### config.mk
export PLATFORM = sky130hd
export DESIGN_NAME = bmss_track
export DESIGN_NICKNAME = d
export VERILOG_FILES = /design/src/rtl/bmss_pkg.sv /design/src/rtl/bmss_track.sv
export SDC_FILE = /design/constraint.sdc
export NUM_CORES = 1
export LEC_CHECK = 0
export ABC_AREA = 1
export BUFFER_PORTS_ARGS = -buffer_cell sky130_fd_sc_hd__buf_2
export CAP_MARGIN = 20
export CORE_ASPECT_RATIO = 0.75
export CORE_MARGIN = 10
export CORE_UTILIZATION = 55
export CTS_CLUSTER_SIZE = 40
export DETAILED_ROUTE_END_ITERATION = 6
export GPL_TIMING_DRIVEN = 0
export PLACE_DENSITY = 0.77
export SLEW_MARGIN = 20
export SYNTH_ARGS = -nofsm -noshare
export SYNTH_HDL_FRONTEND = slang
export SYNTH_SLANG_ARGS = --single-unit
export TNS_END_PERCENT = 30
### constraint.sdc
create_clock -name clk -period 4.3 [get_ports clk]
set_input_delay 0.645 -clock clk [delete_from_list [all_inputs] [get_ports clk]]
set_output_delay 0.645 -clock clk [all_outputs]
set_load 0.02 [all_outputs]
### src/rtl/bmss_pkg.sv
// Package for the bounded multi-stack set: shared constants, codes and types.
// No dependencies.
package bmss_pkg;

  localparam int unsigned NUM_STACKS_DEF   = 16;
  localparam int unsigned MAX_CAPACITY_DEF = 16;
  localparam int unsigned VALUE_WIDTH_DEF  = 32;

  localparam int OP_W     = 2;
  localparam int CAP_W    = 5;
  localparam int IDX_W    = 4;
  localparam int STATUS_W = 2;
  localparam int APB_AW   = 3;
  localparam int APB_DW   = 32;

  localparam logic [CAP_W-1:0] CAP_RESET = 5'd16;

  // register index, taken from paddr[APB_AW-1]
  localparam logic REG_IDX_CAPACITY = 1'b0;

  typedef enum logic [OP_W-1:0] {
    OP_PUSH   = 2'd0,
    OP_POP    = 2'd1,
    OP_POP_AT = 2'd2,
    OP_NOP    = 2'd3
  } op_t;

  typedef enum logic [STATUS_W-1:0] {
    ST_OK    = 2'd0,
    ST_EMPTY = 2'd1,
    ST_FULL  = 2'd2
  } status_t;

  typedef enum logic [1:0] {
    S_IDLE,
    S_EXEC,
    S_LOAD
  } seq_state_t;

  typedef struct packed {
    logic update;
    logic push;
  } fill_cmd_t;

endpackage

### src/rtl/bmss_track.sv
// Per-stack fill counters with the shared increment/decrement unit, and the
// registered leftmost-open / rightmost-used priority encoders. Uses bmss_pkg.
module bmss_track import bmss_pkg::*; #(
  parameter int unsigned NUM_STACKS   = NUM_STACKS_DEF,
  parameter int unsigned MAX_CAPACITY = MAX_CAPACITY_DEF,
  parameter int unsigned SW           = 4,
  parameter int unsigned FW           = 5
) (
  input  logic          clk,
  input  logic          rst,
  input  logic [FW-1:0] cap_eff,
  input  logic [SW-1:0] sel,
  input  fill_cmd_t     cmd,
  output logic [FW-1:0] fill_sel,
  output logic [SW:0]   leftmost_open,
  output logic [SW-1:0] rightmost_used
);

  logic [FW-1:0] stack_fill [NUM_STACKS];
  logic [FW-1:0] fill_upd;
  logic [SW:0]   leftmost_open_next;
  logic [SW-1:0] rightmost_used_next;

  assign fill_sel = stack_fill[sel];
  assign fill_upd = cmd.push ? fill_sel + FW'(1) : fill_sel - FW'(1);

  always_ff @(posedge clk) begin
    if (rst) begin
      for (int i = 0; i < NUM_STACKS; i++) begin
        stack_fill[i] <= '0;
      end
    end else if (cmd.update) begin
      stack_fill[sel] <= fill_upd;
    end
  end

  always_comb begin
    leftmost_open_next  = (SW+1)'(NUM_STACKS);
    rightmost_used_next = '0;
    for (int i = NUM_STACKS - 1; i >= 0; i--) begin
      if (stack_fill[i] < cap_eff) begin
        leftmost_open_next = (SW+1)'(i);
      end
    end
    for (int i = 0; i < NUM_STACKS; i++) begin
      if (stack_fill[i] != '0) begin
        rightmost_used_next = SW'(i);
      end
    end
  end

  always_ff @(posedge clk) begin
    if (rst) begin
      leftmost_open  <= '0;
      rightmost_used <= '0;
    end else begin
      leftmost_open  <= leftmost_open_next;
      rightmost_used <= rightmost_used_next;
    end
  end

endmodule

Word level (Yosys, flattened, before mapping)
Memories as Yosys holds them, arrays and structs flattened.
Index checks and enable logic that the tools add are counted.
{"block": "word_totals", "regBits": 9, "ram_bits": 80, "in_bits": 13, "mem_count": 1}
{"name": "stack_fill", "words": 16, "width": 5, "rd": 17, "rd_clocked_by_memory_dff": 0, "wr": 16, "line_no": "bmss_track.sv:19", "rtl": "logic [FW-1:0] stack_fill [NUM_STACKS];"}
{"block": "classes", "addsub": 2, "magnitude_cmp": 16, "muxes": 39, "reduce_logical": 21}
{"cell": "2-to-1 mux 4 bit", "n": 22}
{"cell": "< comparator 5 bit", "n": 16}
{"cell": "nonzero test 5 bit", "n": 15}
{"cell": "OR reduction 16 bit", "n": 1}
{"cell": "2-to-1 mux 5 bit", "n": 3}
{"cell": "2-to-1 mux 3 bit", "n": 4}
{"cell": "OR reduction 5 bit", "n": 2}
{"cell": "OR reduction 9 bit", "n": 1}
{"cell": "2-to-1 mux 1 bit", "n": 8}
{"cell": "adder 5 x 1 -> 5 bit (second input constant)", "n": 1}
{"cell": "subtractor 5 x 1 -> 5 bit (second input constant)", "n": 1}
{"cell": "2-to-1 mux 2 bit", "n": 2}
{"cell": "OR reduction 3 bit", "n": 1}
{"cell": "OR reduction 2 bit", "n": 1}

Depth between registers and ports, before layout
Gate-level depths: netlist of run 1.
An unclocked memory read counts as a cell.
{"block": "logic_depth", "ltp_word": 17, "mapped_depth": 21, "ltp_nobuf": 21}

Worst setup path after synthesis of run 1
OpenSTA, ideal clock, no wires.
{"block": "synth_path", "kind": "input to register", "startpoint": "input port sel[1]", "endpoint": "memory stack_fill[10][4] (data pin)", "setup_time_ps": 258, "arrival_time_ps": 3089, "t_required_ps": 4042, "setup_slack_ps": 953, "cell_stages": 16, "n_path_buf": 4, "path_cell_list": "clkbuf_8 -> nor2_4 -> buf_6 -> a22o_1 -> o21ai_2 -> nand2_1 -> nor2_2 -> clkinv_1 -> buf_2 -> fa_1 -> nand3_1 -> nand2_1 -> xor2_1 -> xnor2_2 -> buf_6 -> nor2_1"}
{"item": "start: declaration", "line_no": "bmss_track.sv:12", "rtl": "input logic [SW-1:0] sel,"}
{"item": "end: declaration", "line_no": "bmss_track.sv:19"}

==> impl_summary.md, run 1 <==
Setup path
Data arrives at the worst endpoint at 4.13 ns. The number of buffers and inverters on the critical path is 6. STA classifies the critical path startpoint as a primary input. STA puts the critical path data required time at ~4.4 ns. The highest cell delay on the worst timing path is between 0.5 and 0.6 ns. The origin of the critical flop-to-flop path is stack_fill[8][0]. The worst setup path is captured at a register.

The critical path is of the in -> reg type. The worst register-to-register path ends at stack_fill[4][2]. The maximum net fanout on the critical path is 11. The signal on the critical path passes through buf_6 -> inv_8 -> nor2_4 -> inv_2 -> o22ai_1 -> o21ai_0 -> nand2_1 -> nor2_2 -> clkinv_1 -> buf_2 -> fa_1 -> xnor2_2 -> clkbuf_1 -> nor2_1. The count of cells along the worst register-to-register path is 10.

The largest individual stage delay along the critical path comes from the cell sky130_fd_sc_hd__clkbuf_1. The worst reg-to-reg setup slack is about 0.56 ns. The gate family responsible for the most delay along the worst path is buffers and inverters.

Timing
The number of max-slew violations in the final report is 0. The slew at the pin closest to its max-slew limit is between 0.9 and 1 ns. The largest clock skew in the final design is around 0.0075 ns. The worst path in the final design needs a cycle of between 4 and 5 ns, including I/O delays and setup. The tightest hold path in the finished design has a slack of 0.604 ns. Based on the critical path, the design can be clocked at up to ~0.25 GHz. The final cycle utilization of the critical path is a little over nine tenths. Setup repair after global routing left no endpoint under its margin. The setup violation total in the final timing report is 0. The worst slew margin relative to its limit is roughly two fifths. The hold violation count in the final report is 0.

Worst hold path
The endpoint of the worst hold-timing path is rightmost_used[0]. The class of the tightest hold or removal check is in -> reg. The startpoint of the tightest hold check path is rst. The number of cells traversed by the worst hold path is 2.

Outcome
The run finished with clean final reports.

Synthesis
Counting every instance in the synthesized netlist gives 700. The synthesized netlist contains 40 unique library cells. The average size of a mapped cell is roughly 8.5 um^2.

Summing every instance area after synthesis gives a little under 6000 um^2. The register bit total from synthesis is slightly below 90. For this run, the number of Yosys warnings is 0. The share of the Yosys chip area taken by registers is between 40% and 50%. The total nets after synthesis is around 800.

Final layout
Leaving out fill and tap cells, the most frequent cells in the layout are sky130_fd_sc_hd__nand2_1 (135), sky130_fd_sc_hd__nor2_1 (121), sky130_fd_sc_hd__inv_1 (90). The number of antenna cells inserted is 0. Leaving out fill and tap cells, the most frequent cell in the layout is sky130_fd_sc_hd__nand2_1.

Of the cells placed in the final design, the portion with a size suffix greater than 1 is between 9 and 10%. The signed area change from the synthesized netlist to the final layout is 10.2%. The net count of the finished layout is about 820. For this run, the number of standard cells in the final layout without fillers is between 800 and 900. Cells fill between 60% and 70% of the core in the end.

Global route
Across every metal layer, demand over resource in global routing totals between 20% and 30%. The total overflow left after global routing is 0. Entering global routing, the biggest net connects 17 pins. The first-pass GRT wire length is around 27 mm. The via count of the first global-routing pass is between 5000 and 6000. The initial antenna violation count came to 0.

Die
The floorplan has 32 rows. Once the floorplan was initialized, standard cells occupied roughly 57% of the core. The die is between 100 and 150 um wide. The overall die height is around 110 um. 27 I/O pins were placed. The core region is roughly 10000 um^2. The area enclosed by the die boundary is between 15000 and 20000 um^2.

Clocking
The H-tree depth reported by CTS is 3. The clock drives slightly below 90 sinks. At the later pin of the worst-skew pair, clock insertion delay measures around 0.35 ns. The clock tree from TritonCTS is yes. The tree is rooted in a sky130_fd_sc_hd__clkbuf_16. The buffer depth of the longest clock path is 2.

In this run, post-CTS hold repair placed 0 buffers. The TritonCTS buffer count is 9. After clock tree synthesis, the clock-pin slew on the worst setup and hold paths is around 0.070 ns.

Detailed routing
The first-iteration detailed-routing DRC count is between 500 and 600. For this block, the routed nets add up to between 15 and 20 mm of wire. After detailed routing, the number of vias per cell comes to ~6.

In the final routed layout, each cell accounts on average for approximately 20 um. The number of iterations in the first detailed-routing pass is 6. In this run the remaining antenna-violating nets after routing total 0.

The via count of the routed design is around 5300. For this run, design rule violations remaining after detail routing come to 0.

Pwr
The leakage dissipation is a little over 3 nW. The areal power density over the cells is between 300 and 400 nW/um^2. The power after layout is between 2 and 2.5 mW. VDD sags by at most between 0.0002 and 0.00025 V.

Flow run
The max-cap violation count is 0.

Placement
At the end of routability-driven placement, the weighted congestion stood at between 0.9 and 1. Counting tap cells, the placed design contains a total of between 800 and 900 instances. The total of buffers placed on input and output ports is 23.

The HPWL after detailed placement is ~13 mm.
-- area by class of cell --
class | count | area, um^2
Timing Repair Buffer | 23 | 115
Clock buffer | 13 | 270
Multi-Input combinational cell | 501 | 2900
Clock inverter | 3 | 47.5
Inverter | 95 | 364
Sequential cell | 89 | 2580
Buffer | 15 | 125
Fill cell | 880 | 3870
Tap cell | 136 | 170
-- power breakdown --
| part | internal (mW) | total [mW] | switching [mW] |
|---|---|---|---|
| Combinational | 0.135 | 0.465 | 0.330 |
| Clock | 0.500 | 0.826 | 0.326 |
| Sequential | 0.978 | 1.00 | 0.0256 |
-- worst max-delay path by stage --
| stage | startpoint | end | cells after the start |
|---|---|---|---|
| finish | sel[0] | stack_fill[4][2] | 14 |
| detailed placement | sel[0] | stack_fill[4][2] | 14 |
| global route | sel[0] | stack_fill[4][2] | 14 |
| CTS | sel[0] | stack_fill[4][2] | 14 |
| global placement | sel[0] | stack_fill[1][2] | 14 |
| floorplan | sel[1] | stack_fill[10][4] | 16 |
-- per-layer routing --
layer	GRT usage, %	wire (um)	vias to the layer above
met4	8.01	382	0
met3	6.32	1870	48
met5	0	0	-
met1	28.1	7320	2501
li1	-	-	2455
met2	36.2	7990	270
-- cell usage after synthesis (all sizes together) --
cell type	n	area (um^2)
xnor2	3	41.3
a41oi	1	8.76
a21oi	34	170
nand2	137	529
nor2	124	483
fa	1	20.0
or2	1	6.26
xor2	1	8.76
o21ai	41	216
nor3	2	10.0
o22ai	22	138
inv	93	357
a22oi	1	7.51
a31oi	3	18.8
nand4	22	144
buf	10	96.4
edfxtp	80	2400
nand3	24	120
o21bai	1	7.51
ha	67	838
clkinv	2	7.51
o221ai	2	17.5
dfxtp	9	180
o211ai	7	52.6
clkbuf	5	28.8
nor4	3	18.8
a211oi	1	7.51
a22o	3	28.8
-- logic make-up (layout without fill, tap and decap cells) --
logic type | after synthesis | after routing | synth area share, %
XOR/XNOR | 4 | 4 | 0.839
flip-flops | 89 | 89 | 43.3
AND/OR/NAND/NOR | 313 | 313 | 22.0
AO/OA/AOI/OAI | 116 | 116 | 11.3
adder cells (fa/ha/maj) | 68 | 68 | 14.4
buffers and inverters | 110 | 149 | 8.20
-- registers in the layout, indices dropped and copies added (netlist names) --
register / flops
leftmost_open: 5
rightmost_used: 4
stack_fill: 80
-- worst register-to-register path, cell delays in order, from the launching register on --
cell and delay, ns:
sky130_fd_sc_hd__edfxtp_1 0.45, sky130_fd_sc_hd__a22o_1 0.27, sky130_fd_sc_hd__o21ai_2 0.10, sky130_fd_sc_hd__nand2_1 0.10
sky130_fd_sc_hd__nor2_2 0.16, sky130_fd_sc_hd__clkinv_1 0.34, sky130_fd_sc_hd__buf_2 0.36, sky130_fd_sc_hd__fa_1 0.48
sky130_fd_sc_hd__xnor2_2 0.48, sky130_fd_sc_hd__clkbuf_1 0.59, sky130_fd_sc_hd__nor2_1 0.13
-- repair_timing --
item,4_1_cts,5_1_grt
setup buffers,0,0
setup endpoints to repair,0,10
resized for setup,0,1
-- metrics by stage --
| step | setup TNS, ns | worst slack [ns] | area (um^2) |
|---|---|---|---|
| finish | 0 | 0.236 | 6580 |
| global route | 0 | 0.151 | 6580 |
| CTS | 0 | 0.0633 | 6570 |
| detailed placement | -2.61 | -0.289 | 6250 |
| global placement | -2.15 | -0.222 | 6250 |
| floorplan | 0 | 0.953 | 5960 |
Power figures use the tool's default switching activity.
==> run 2, diff against run 1 <==
Settings changed: CTS_BUF_LIST from default to sky130_fd_sc_hd__clkbuf_2.
==> impl_summary.md, run 2 (same netlist as run 1, synthesis figures left out) <==
Outcome
The run finished with clean final reports.

Final layout
The number of antenna cells inserted was 0 (unchanged). The final-stage net count came to 815 (unchanged). The largest registers in the layout are stack_fill (80), leftmost_open (5), rightmost_used (4). The most common cell after layout, fill and taps aside is sky130_fd_sc_hd__nand2_1. The number of flip-flops in the largest register is 80 (unchanged). The signed area change from the synthesized netlist to the final layout is 6.61%.

The register ranked first by flip-flop count is stack_fill. Leaving out fill and tap cells, the most frequent cells in the layout are sky130_fd_sc_hd__nand2_1 (135), sky130_fd_sc_hd__nor2_1 (121), sky130_fd_sc_hd__inv_1 (90). The fraction of layout instances using a drive strength above 1 came to 8.66% (-0.41 points).

Setup path
For this design, the slowest cell found on the critical path is sky130_fd_sc_hd__xnor2_1. The worst setup path is of the in -> reg kind. The kind of end point of the critical path is a register. The worst reg-to-reg setup slack is 0.31 ns (-0.25 ns). The arrival time at the worst endpoint is 4.34 ns (+0.21 ns).

STA classifies the critical path startpoint as a primary input. The maximum net fanout on the critical path is 11 (unchanged). The highest cell delay on the worst timing path was 0.77 ns (+0.18 ns). On the critical path the largest part of the delay comes from buffers and inverters. The buffers plus inverters on the worst setup path is 6 (unchanged).

The signal on the critical path passes through buf_6 -> inv_8 -> nor2_4 -> inv_2 -> o22ai_1 -> o21ai_0 -> nand2_1 -> nor2_2 -> clkinv_1 -> buf_2 -> fa_1 -> xnor2_1 -> clkbuf_1 -> nor2_1. The required time reported for the critical path endpoint came to 4.62 ns (+0.25 ns).

Timing
The final worst-path setup slack was 0.277 ns (+0.0407 ns). The worst slew margin relative to its limit was 35.0% (-4.0 points). The setup violation total in the final timing report was 0 (unchanged). Setup repair after global routing left no endpoint under its margin.

The number of max-slew violations in the final report is 0 (unchanged). The final critical delay including setup and external delays is 4.02 ns (-0.0407 ns). The hold violation count in the final report is 0 (unchanged).

The upper clock frequency limit is 0.249 GHz (+1.0%). The final cycle utilization of the critical path is 93.6% (-0.95 points). The largest clock skew in the final design came to 0.0324 ns (+0.0249 ns). The worst-case hold slack is 0.327 ns (-0.277 ns). The slew at the pin closest to its max-slew limit was 0.967 ns (+0.0545 ns).

Detailed routing
The met1 routed wirelength after detailed routing is 7.31 mm (-0.22%). The final routed wirelength across all metal layers is 17.5 mm (-0.48%). The met3 wirelength from detailed routing is 1.86 mm (-0.21%). The via count of the routed design came to 5269 (-0.095%). The highest layer touched by signal routing is met4. The number of remaining DRC errors is 0 (unchanged). The first-iteration detailed-routing DRC count is 585 (-1.2%). The count of antenna-violating nets left after detailed routing was 0 (unchanged). The mean routed wirelength per cell is 20.0 um (-0.48%).

The sum of met2 wire segment lengths after detailed routing is 7.79 mm (-2.5%). The number of iterations in the first detailed-routing pass is 6 (unchanged). The post-detailed-route via-to-cell ratio was 6.02 (about the same).

Die
The area of the core is 10500 um^2 (unchanged). The number of primary I/O pins is 27 (unchanged). The area enclosed by the die boundary is 15500 um^2 (unchanged). The number of standard-cell rows in the floorplan came to 32 (unchanged). The horizontal die dimension was 140 um (unchanged).

The starting density of the core is 57.1% (unchanged). The overall die height is 110 um (unchanged).

Clocking
The clock transition at the registers of the reported paths came to 0.24 ns (+0.17 ns). The number of buffers inserted for hold repair after clock tree synthesis is 0 (unchanged). The TritonCTS buffer count is 9 (unchanged). The total clock sinks came to 89 (unchanged). TritonCTS built the clock tree. The clock latency at the later pin of the worst-skew pair was 0.59 ns (+0.24 ns).

The number of post-CTS setup repair buffers is 0 (unchanged). The H-tree depth reported by CTS is 3 (unchanged). The count of cells resized by post-cts repair is 0 (unchanged). The clock tree root driver cell is sky130_fd_sc_hd__clkbuf_2.

The buffer depth of the longest clock path is 2 (unchanged).

Global route
The total routing resource utilization after global routing is 22.3% (about the same). The maximum number of pins on one net before global-route repair is 17 (unchanged). The global-route congestion overflow total is 0 (unchanged). The initial antenna violation count was 0 (unchanged). The first-pass GRT wire length is 26.7 mm (-0.26%).

The via count of the first global-routing pass is 5129 (-0.23%).

Flow run
The max-cap violation count came to 0 (unchanged).

Placement
The final RePlAce weighted congestion is 0.972 (unchanged). The worst slack after detailed placement is -0.289 ns (unchanged). The HPWL after detailed placement came to 13.1 mm (unchanged). The total of buffers placed on input and output ports is 23 (unchanged).

Pwr
The worst supply voltage drop on vdd came to 0.000206 V (-13%). The leakage dissipation was 2.93 nW (-3.1%). The areal power density over the cells was 296 nW/um^2 (-15%). The power after layout was 1.88 mW (-18%).

Worst hold path
The class of the tightest hold or removal check is in -> reg.
[run 2: changes by cell type in the layout (fill, tap and decap cells not counted)]
| cell | change |
|---|---|
| sky130_fd_sc_hd__clkbuf_1 | -1 |
| sky130_fd_sc_hd__clkbuf_16 | -9 |
| sky130_fd_sc_hd__clkbuf_2 | +10 |
| sky130_fd_sc_hd__clkbuf_8 | -3 |
| sky130_fd_sc_hd__clkinv_1 | +3 |
| sky130_fd_sc_hd__xnor2_1 | +1 |
| sky130_fd_sc_hd__xnor2_2 | -1 |
[run 2: worst reg2reg max path: cells and delay by family, from the launching register on]
family                     cells  cell delay, ns
buffers and inverters          4            1.35
xor gates and xnor gates       1            0.78
adders and majority gates      1            0.46
DFF                            1            0.45
and+or+nand+nor                3            0.38
AOI/OAI and AO/OA              2            0.30
[run 2: path summary, 6_finish.rpt]
path	from	end	cells after the start
min reg2reg	stack_fill[3][0]	leftmost_open[1]	3
min	rst	rightmost_used[0]	2
max	sel[0]	stack_fill[4][2]	14
max reg2reg	stack_fill[2][0]	stack_fill[4][2]	11
[run 2: cell type report]
type,count,area [um^2]
Timing Repair Buffer,23,115
Multi-Input combinational cell,501,2890
Buffer,15,125
Sequential cell,89,2580
Fill cell,914,4090
Clock inverter,6,58.8
Inverter,95,364
Clock buffer,10,50.0
Tap cell,136,170
[run 2: per-layer routing]
metal / GRT usage (%) / up-vias
met5: 0 / -
met4: 8.24 / 0
met3: 6.71 / 54
met2: 36.1 / 282
met1: 27.8 / 2475
li1: - / 2458
[run 2: power breakdown]
part           internal [mW]  switching [mW]  leakage (nW)
combinational          0.133           0.328          1.96
clock                  0.133           0.285        0.0686
sequential             0.977          0.0255         0.902
[run 2: metrics by stage]
step	cells	util, %	instance area (um^2)	TNS (ns)
6_report	875	60.8	6360	0
2_1_floorplan	700	-	5960	0
5_1_grt	875	60.8	6360	0
4_1_cts	875	60.8	6360	0
3_3_place_gp	859	59.8	6250	-2.15
3_5_place_dp	859	59.8	6250	-2.61
